**src/hw/rtl/greedy_lpt_partitioner_macros.svh**
```systemverilog
// Assertion macros for the LPT partitioner.
// Used by the top level only; expects clk and arst_n in scope.
`ifndef GREEDY_LPT_PARTITIONER_MACROS_SVH
`define GREEDY_LPT_PARTITIONER_MACROS_SVH
// Implication checked on every rising edge outside reset.
`define GLP_ASSERT_IMPL(label, ante, cons, msg) \
	label: assert property (@(posedge clk) disable iff (!arst_n) (ante) |-> (cons)) \
		else $error(msg);
// Next-cycle implication checked on every rising edge outside reset.
`define GLP_ASSERT_NEXT(label, ante, cons, msg) \
	label: assert property (@(posedge clk) disable iff (!arst_n) (ante) |=> (cons)) \
		else $error(msg);
`endif

```
**src/hw/rtl/glp_pkg.sv**
```systemverilog
// Package for the LPT partitioner: sizes, payload structs and the
// controller/datapath command and status structs. No dependencies.
package glp_pkg;
	localparam int MAX_OBJECTS = 64;
	localparam int MAX_PARTS = 16;
	localparam int COST_BITS = 48;
	localparam int ID_W = 6;
	localparam int IDX_W = $clog2(MAX_OBJECTS);
	localparam int CNT_W = $clog2(MAX_OBJECTS + 1);
	localparam int PART_W = 4;
	localparam int PCNT_W = 5;
	localparam int LOAD_W = 54;
	localparam int CFG_W = 5;
	localparam logic [CFG_W-1:0] NUM_PARTS_RESET = CFG_W'(8);

	typedef struct packed {
		logic [ID_W-1:0] object_id;
		logic [47:0] object_cost;
		logic last_object;
	} obj_req_t;

	typedef struct packed {
		logic [ID_W-1:0] assigned_id;
		logic [PART_W-1:0] part_index;
		logic [LOAD_W-1:0] part_load;
		logic overflowed;
		logic last_result;
	} result_t;

	typedef struct packed {
		logic load;
		logic scan;
		logic part_init;
		logic part_step;
		logic emit;
	} glp_cmd_t;

	typedef struct packed {
		logic scan_done;
		logic part_done;
		logic last_emit;
	} glp_sts_t;
endpackage

```
**src/hw/rtl/glp_datapath.sv**
```systemverilog
// Datapath of the LPT partitioner: object store, max search, part loads.
// Depends on glp_pkg; commanded by glp_ctrl.
module glp_datapath import glp_pkg::*; (
	input logic clk,
	input logic arst_n,
	input glp_cmd_t cmd,
	input obj_req_t req,
	input logic [CFG_W-1:0] num_parts,
	output glp_sts_t sts,
	output logic done,
	output result_t result
);
	logic [ID_W+COST_BITS-1:0] mem [MAX_OBJECTS];
	logic [CNT_W-1:0] count_q, rd_idx_q, out_cnt_q;
	logic ovf_q;
	logic [MAX_OBJECTS-1:0] taken_q;
	logic [ID_W+COST_BITS-1:0] rd_data_s1;
	logic [IDX_W-1:0] rd_tag_s1;
	logic rd_vld_s1;
	logic best_vld_q;
	logic [IDX_W-1:0] best_tag_q;
	logic [ID_W-1:0] best_id_q;
	logic [COST_BITS-1:0] best_cost_q;
	logic [LOAD_W-1:0] loads_q [MAX_PARTS];
	logic [PCNT_W-1:0] p_idx_q, parts;
	logic [PART_W-1:0] best_p_q;
	logic [LOAD_W-1:0] best_load_q;
	logic [ID_W-1:0] rd_id;
	logic [COST_BITS-1:0] rd_cost;
	logic better;
	logic [LOAD_W:0] sum;
	logic [LOAD_W-1:0] sat_sum;
	result_t res_q;
	logic done_q;

	always_comb begin
		if (num_parts == '0) parts = PCNT_W'(1);
		else if (num_parts > CFG_W'(MAX_PARTS)) parts = PCNT_W'(MAX_PARTS);
		else parts = num_parts;
	end

	assign rd_id = rd_data_s1[ID_W+COST_BITS-1:COST_BITS];
	assign rd_cost = rd_data_s1[COST_BITS-1:0];
	assign better = !best_vld_q || (rd_cost > best_cost_q) ||
		((rd_cost == best_cost_q) && (rd_id > best_id_q));
	assign sum = {1'b0, best_load_q} + (LOAD_W+1)'(best_cost_q);
	assign sat_sum = sum[LOAD_W] ? {LOAD_W{1'b1}} : sum[LOAD_W-1:0];

	// Store write and registered store read.
	always_ff @(posedge clk) begin
		if (cmd.load && (count_q < CNT_W'(MAX_OBJECTS)))
			mem[count_q[IDX_W-1:0]] <= {req.object_id, req.object_cost[COST_BITS-1:0]};
		rd_data_s1 <= mem[rd_idx_q[IDX_W-1:0]];
		rd_tag_s1 <= rd_idx_q[IDX_W-1:0];
	end

	always_ff @(posedge clk) begin
		if (rd_vld_s1 && !taken_q[rd_tag_s1] && better) begin
			best_tag_q <= rd_tag_s1;
			best_id_q <= rd_id;
			best_cost_q <= rd_cost;
		end
		if (cmd.part_init) begin
			best_p_q <= '0;
			best_load_q <= loads_q[0];
		end else if (cmd.part_step && (p_idx_q < parts)) begin
			// Ties move to the higher part index.
			if (loads_q[p_idx_q[PART_W-1:0]] <= best_load_q) begin
				best_p_q <= p_idx_q[PART_W-1:0];
				best_load_q <= loads_q[p_idx_q[PART_W-1:0]];
			end
		end
		if (cmd.emit) begin
			res_q.assigned_id <= best_id_q;
			res_q.part_index <= best_p_q;
			res_q.part_load <= sat_sum;
			res_q.overflowed <= ovf_q;
			res_q.last_result <= sts.last_emit;
		end
	end

	always_ff @(posedge clk or negedge arst_n) begin
		if (!arst_n) begin
			count_q <= '0;
			ovf_q <= 1'b0;
			taken_q <= '0;
			rd_idx_q <= '0;
			rd_vld_s1 <= 1'b0;
			best_vld_q <= 1'b0;
			out_cnt_q <= '0;
			p_idx_q <= '0;
			done_q <= 1'b0;
			for (int i = 0; i < MAX_PARTS; i++) loads_q[i] <= '0;
		end else begin
			done_q <= cmd.emit;
			rd_vld_s1 <= cmd.scan && (rd_idx_q < count_q);
			if (cmd.scan && (rd_idx_q < count_q)) rd_idx_q <= rd_idx_q + CNT_W'(1);
			if (rd_vld_s1 && !taken_q[rd_tag_s1] && better) best_vld_q <= 1'b1;
			if (cmd.load) begin
				if (count_q < CNT_W'(MAX_OBJECTS)) count_q <= count_q + CNT_W'(1);
				else ovf_q <= 1'b1;
				rd_idx_q <= '0;
				best_vld_q <= 1'b0;
			end
			if (cmd.part_init) p_idx_q <= PCNT_W'(1);
			else if (cmd.part_step && (p_idx_q < parts)) p_idx_q <= p_idx_q + PCNT_W'(1);
			if (cmd.emit) begin
				rd_idx_q <= '0;
				best_vld_q <= 1'b0;
				if (sts.last_emit) begin
					// The batch is finished: return to the empty state.
					count_q <= '0;
					ovf_q <= 1'b0;
					taken_q <= '0;
					out_cnt_q <= '0;
					for (int i = 0; i < MAX_PARTS; i++) loads_q[i] <= '0;
				end else begin
					taken_q[best_tag_q] <= 1'b1;
					out_cnt_q <= out_cnt_q + CNT_W'(1);
					loads_q[best_p_q] <= sat_sum;
				end
			end
		end
	end

	assign sts.scan_done = (rd_idx_q == count_q) && !rd_vld_s1;
	assign sts.part_done = (p_idx_q >= parts);
	assign sts.last_emit = ((out_cnt_q + CNT_W'(1)) == count_q);
	assign done = done_q;
	assign result = res_q;
endmodule

```
**config.mk**
```make
export PLATFORM = sky130hd
export DESIGN_NAME = glp_datapath
export DESIGN_NICKNAME = d
export VERILOG_FILES = /design/src/hw/rtl/greedy_lpt_partitioner_macros.svh /design/src/hw/rtl/glp_pkg.sv /design/src/hw/rtl/glp_datapath.sv
export SDC_FILE = /design/constraint.sdc
export NUM_CORES = 2
export LEC_CHECK = 0
export BUFFER_PORTS_ARGS = -buffer_cell sky130_fd_sc_hd__buf_2
export CORE_MARGIN = 5
export CORE_UTILIZATION = 57
export DETAILED_ROUTE_END_ITERATION = 6
export PLACE_DENSITY_LB_ADDON = 0.15
export SETUP_SLACK_MARGIN = 0.02
export SYNTH_ARGS = -nofsm -noshare
export SYNTH_HDL_FRONTEND = slang
export SYNTH_SLANG_ARGS = --single-unit
```
**constraint.sdc**
```tcl
create_clock -name clk -period 5.6 [get_ports clk]
set_input_delay 0.28 -clock clk [delete_from_list [all_inputs] [get_ports clk]]
set_output_delay 0.28 -clock clk [all_outputs]
set_load 0.01 [all_outputs]
```
# Yosys cells after proc, flatten, opt, wreduce, memory -nomap -nowiden
# Memory sizes are Yosys's and may differ from the RTL's. A register that Yosys moved wholly into a read port is not among the register bits.
# Cells that the tools add are included.
# op_classes
muxes	37
n_lt_le_gt_ge	14
n_eq_ne	3
bitwise	3
n_reduce_logical	21
n_addsub	5
# op_table
cell	count
864-bit bitwise mux	1
864-bit two-way mux	1
54-bit two-way mux	7
54-bit binary-select mux with 4-bit select	1
54-bit demux with 4-bit select	1
64-bit two-way mux	1
64-bit OR	1
7-bit two-way mux	8
54-bit by 48-bit adder with 55-bit output	1
54-bit less-or-equal comparator	1
48-bit == test	1
48-bit greater-than comparator	1
7-bit by 1-bit adder with 7-bit output, second input constant	3
5-bit two-way mux	4
7-bit == test	2
6-bit by 7-bit < comparator with 1-bit output, second input constant	2
1-bit two-way mux	11
5-bit >= comparator, second input constant	2
4-bit inverter with 5-bit output	2
1-bit logical AND	9
7-bit < comparator	1
7-bit < comparator, second input constant	1
1-bit binary-select mux with 6-bit select	1
1-bit demux with 6-bit select	1
other kinds (13)	19
# totals
in_bits	67
elab_cells	120
register_bits	1148
mem_count	1
ramBits	3456
output_inout_bits	70
# memory_table
name	words	width	read_ports	rd_clocked_by_memory_dff	wr	line_no	text
mem	64	54	1	1	1	glp_datapath.sv:13	logic [ID_W+COST_BITS-1:0] mem [MAX_OBJECTS];

# Longest topological paths before layout
# logic_depth
depth_word	8
depth_mapped	16

# Least setup slack after synthesis
# No wires, ideal clock.
# synth_path
path_kind	register to register
start	register rd_tag_s1[0]
end	register best_cost_q[0] (enable)
path_stages_with_launch	9
arrival_time_ns	5.438
setup_ns	0.498
period_less_slack_ns	5.936
setup_slack_ns	-0.336
cell_sequence	dfxtp_1 -> buf_2 -> buf_2 -> mux4_2 -> mux4_2 -> mux4_2 -> nor2b_1 -> o31ai_1 -> a21oi_1
# synth_via
elab_chain_cells	5
# synth_lines
item	line_no	text
start, declared	glp_datapath.sv:18	logic [IDX_W-1:0] rd_tag_s1;
start signal, assigned	glp_datapath.sv:54	rd_tag_s1 <= rd_idx_q[IDX_W-1:0];
1-bit binary-select mux with 6-bit select	glp_datapath.sv:58	if (rd_vld_s1 && !taken_q[rd_tag_s1] && better) begin
1-bit two-way mux (implied by the code)	glp_datapath.sv:58	
1-bit zero test	glp_datapath.sv:58	
1-bit logical AND (2 in series)	glp_datapath.sv:58	
end signal, assigned	glp_datapath.sv:61	best_cost_q <= rd_cost;
end, declared	glp_datapath.sv:23	logic [COST_BITS-1:0] best_cost_q;
# Every way passes these cells. The select of a mux whose other input is x is not followed.
# A chain may end at the register's enable or synchronous reset.

# Worst setup path after layout
# layout_path
start	register p_idx_q[0]
end	register best_load_q[7] (enable)
# layout_via
elab_chain_cells	7
# layout_lines
item	line_no	text
start, declared	glp_datapath.sv:25	logic [PCNT_W-1:0] p_idx_q, parts;
start signal, assigned	glp_datapath.sv:106	else if (cmd.part_step && (p_idx_q < parts)) p_idx_q <= p_idx_q + PCNT_W'(1);
4-bit inverter with 5-bit output (implied by the code)	glp_datapath.sv:68	if (loads_q[p_idx_q[PART_W-1:0]] <= best_load_q) begin
54-bit binary-select mux with 4-bit select	glp_datapath.sv:68	
54-bit two-way mux (implied by the code) (2 in series)	glp_datapath.sv:68	
54-bit less-or-equal comparator	glp_datapath.sv:68	
2-bit nonzero test (no line)	--	
2-bit AND reduction (no line) (*)	--	
end signal, assigned	glp_datapath.sv:65	best_load_q <= loads_q[0];
end signal, assigned	glp_datapath.sv:70	best_load_q <= loads_q[p_idx_q[PART_W-1:0]];
end, declared	glp_datapath.sv:27	logic [LOAD_W-1:0] best_load_q;
# Every way passes the cells marked *; elsewhere a longest branch is shown, timed or not. The select of a mux whose other input is x is not followed.

==> flow_summary.toml <==
[drt]
drt-total-wl_um = 531000
drt_iter0_drc = 13200
dr.pass1.iters = 6
vias = 101000
wl_per_cell_um = 36.0
drc = 0
ant_nets = 0
via_per_inst = 6.86

[clocking]
cts_resized = 0
cts_root_buf = "clkbuf_16"
cts_tree = "built"
clk_path_buf_depth = 4
htree_levels = 5
cts_made_buffers = 460
clock_latency_ns = 1.03
clock-sinks = 4658
clk_pin_slew_ns = 0.06

[pwr]
leakagePower_nw = 71.6
ir_drop_mv = 0.432
power_density_mw_per_mm2 = 419

[sta]
setup_viol = 0
holdWs_ns = 0.0730
final.period_utilization_pct = 94.3
fin_setup_tns_ns = 0
grt_setup_unrepaired = "false"
max_freq_mhz = 189
hold_viol_final = 0
period_needed_ns = 5.28
slew_violations = 0
worstMarginPinSlew_ns = 1.38
relSlewSlack_pct = 7.59
fin_skew_ns = 0.0730

[synth]
synth_seq_cells = 4658
synth_xor_xnor_area_share_pct = 0.264
ys_seq_area_share_pct = 72.2
ys.flop_type = "edfxtp_1"
synth_edf_count = 3636
syn_area_mm2 = 0.186
synth_fa_ha_area_share_pct = 1.17
syn_avg_cell_area_um2 = 19.3
synth_top_area_share_pct = 58.7
synth_mux_area_share_pct = 17.7
synthTopCellsByArea = "edfxtp_1 59%, mux4_2 17%, dfrtp_1 13%"
yosysUniqueCellTypes = 80
synth_warnings = 0
synthCells = 9639
synth_compound_gate_area_share_pct = 4.23
syn_nets = 9879
synth_top_family_by_area = "multiplexers"
ys_async_sr_fraction_pct = 20.6
yosys.area.top_type = "edfxtp_1"
synth-simple-area-share_pct = 2.78

[critical_path]
crit_path_max_fanout = 36
cp.arrival_ns = 5.92
critPathKind = "reg -> reg"
cp-start-kind = "flip-flop"
rr_worst_depth = 14
required_ns = 6.24
worst_setup_path_end_kind = "flip-flop"

[grt]
grt_overflow = 0
grt_pass1_wl_um = 757000
grt_pass1_vias = 102000
grt_antenna_before_repair = 31
grtUsageTotal_pct = 31.5
grt_max_degree = 202

[min_path]
hold_path.class = "in -> async"

[placement]
numPortBuffers = 135
post-dp-hpwl_um = 290000
placed_cell_area_mm2 = 0.194
routabilityCongestion = 0.907

[layout]
design_area_mm2 = 0.210
seq_area_mm2 = 0.134
drive_above_1_share_pct = 26.5
synthToLayoutAreaGrowth_pct = 12.8
multi_input_area_mm2 = 0.0493
fin_nets = 10300
fillers = 21400

[floorplan]
fp.dieArea_mm2 = 0.338
rows = 209
initial_core_util_pct = 57.3
core_mm2 = 0.325
die_h_um = 581
ioPinCount = 137
die_x_um = 581

[run_status]
outcome = "finished, final reports clean"

[flow_run]
maxCapViolCount = 0
-- state kept, by name (all words and copies together) (netlist names), 48 cells and up --
| register | cells |
|---|---|
| taken_q | 64 |
| mem | 3456 |
| best_cost_q | 48 |
| loads_q | 864 |
| rd_data_s1 | 54 |
| best_load_q | 54 |
| result | 66 |
-- cell families (layout without fill, tap and decap cells) --
family / Yosys count / count (layout)
adders and majority gates: 173 / 173
DFF: 4658 / 4658
muxes: 1492 / 1492
AOI/OAI and AO/OA: 1291 / 1291
and+or+nand+nor: 1192 / 1192
xor gates and xnor gates: 56 / 56
buffers and inverters: 777 / 1550
other: 0 / 13
-- placed cells by master (no fill, tap or decap), drive strengths merged, types with 6 or more instances in the layout --
master / count
bufinv: 43
nand3: 40
o21bai: 7
mux4: 1425
and3: 10
a22o: 208
edfxtp: 3636
mux2: 54
mux2i: 13
nor3: 28
nand2b: 20
nand4: 40
nor3b: 8
clkinvlp: 9
ha: 172
or2: 6
nor2b: 20
a22oi: 32
dlygate4sd3: 58
or3: 13
dfxtp: 64
inv: 192
dfrtp: 958
buf: 457
a21oi: 171
o211ai: 6
and4: 6
clkbuf: 588
nand2: 723
a21o: 71
a31oi: 13
clkinv: 203
diode: 13
xnor2: 36
nor2: 250
a211oi: 13
o21a: 25
o21ai: 709
xor2: 20
and2: 12
-- repair_timing --
| item | CTS | global route |
|---|---|---|
| hold buffers | 59 | 0 |
| setup buffers | 0 | 0 |
| endpoints found under the hold margin | 3655 | 0 |
-- synth_stat cells (5+ instances only) --
| cell | instances |
|---|---|
| ha_1 | 172 |
| inv_1 | 181 |
| nor4_1 | 5 |
| a31oi_1 | 13 |
| a22o_1 | 208 |
| and4_1 | 6 |
| o21bai_1 | 7 |
| o21a_1 | 25 |
| mux4_2 | 1425 |
| dfxtp_1 | 64 |
| nand3b_1 | 5 |
| edfxtp_1 | 3636 |
| buf_6 | 11 |
| and2_1 | 12 |
| nand3_1 | 40 |
| o211ai_1 | 5 |
| dfrtp_1 | 958 |
| a211oi_1 | 11 |
| nor2b_1 | 20 |
| buf_1 | 105 |
| nand2b_1 | 20 |
| o21ai_1 | 212 |
| nand2_1 | 710 |
| mux2_2 | 54 |
| nor3b_1 | 7 |
| a21o_1 | 71 |
| nor2_2 | 5 |
| a21oi_2 | 21 |
| or3_1 | 13 |
| a22oi_1 | 32 |
| and3_1 | 9 |
| o21ai_0 | 496 |
| mux2i_1 | 12 |
| clkbuf_1 | 422 |
| nor2_1 | 244 |
| xnor2_1 | 36 |
| xor2_1 | 20 |
| nand2_8 | 8 |
| nand4_1 | 39 |
| a21oi_1 | 150 |
| nor3_1 | 27 |
| buf_2 | 54 |
| nand2_2 | 5 |
-- power by group --
group          switching (W)  internal [W]
Combinational         0.0102       0.00512
Sequential           0.00158        0.0402
Clock                 0.0132        0.0177
Total                 0.0250        0.0630
-- routing by layer --
layer  global-route usage (%)  vias to the layer above  part of all wire [%]
met2                     50.1                     6263                    48
met4                     14.3                       12                   5.4
met5                        0                        -                 0.014
met3                     5.86                     1459                    10
met1                     43.1                    53700                    36
li1                         -                    39700                     -
-- per-stage QoR --
stage / worst slack (ns) / power [W] / utilization (%) / instances
6_report: 0.320 / 0.0879 / 64.7 / 14800
5_1_grt: 0.226 / 0.0910 / 64.7 / 14700
4_1_cts: 0.399 / 0.0881 / 64.7 / 14700
3_5_place_dp: 0.431 / 0.0574 / 59.8 / 13800
3_3_place_gp: 0.486 / 0.0570 / 59.8 / 13800
2_1_floorplan: 0.553 / 0.0514 / - / 9639
-- worst max-delay path, stage by stage (launching register included) --
cell and delay, ns:
dfrtp_4 0.95, buf_4 0.38, buf_4 0.20, mux4_2 0.50, mux4_2 0.53, ha_1 0.32, nand4_1 0.14, nor2_1 0.17
nand2_1 0.10, nor2_1 0.44, nand4_1 0.24, o41ai_1 0.14, o211ai_1 0.29, nand2b_4 0.16, buf_12 0.28
-- worst paths after layout --
check                                   to      startpoint  slack, ns
max in group asynchronous      rd_idx_q[4]          arst_n       4.35
hold reg to reg            best_cost_q[10]  rd_data_s1[10]       0.44
min in group clk               mem[54][53]         req[54]       0.10
hold / removal                loads_q[167]          arst_n       0.07
setup reg to reg            best_load_q[7]      p_idx_q[0]       0.32
setup / recovery            best_load_q[7]      p_idx_q[0]       0.32
-- final cells by class --
type	instances	area share (%)
flip-flops and latches	4658	64.1
inverters	181	0.324
multi-input cells	4204	23.5
clock inverters	266	1.27
clock buffers	588	5.93
repair buffers	515	2.33
diodes	13	0.0155
well taps	4325	2.58
(Power assumes the default switching activity.)
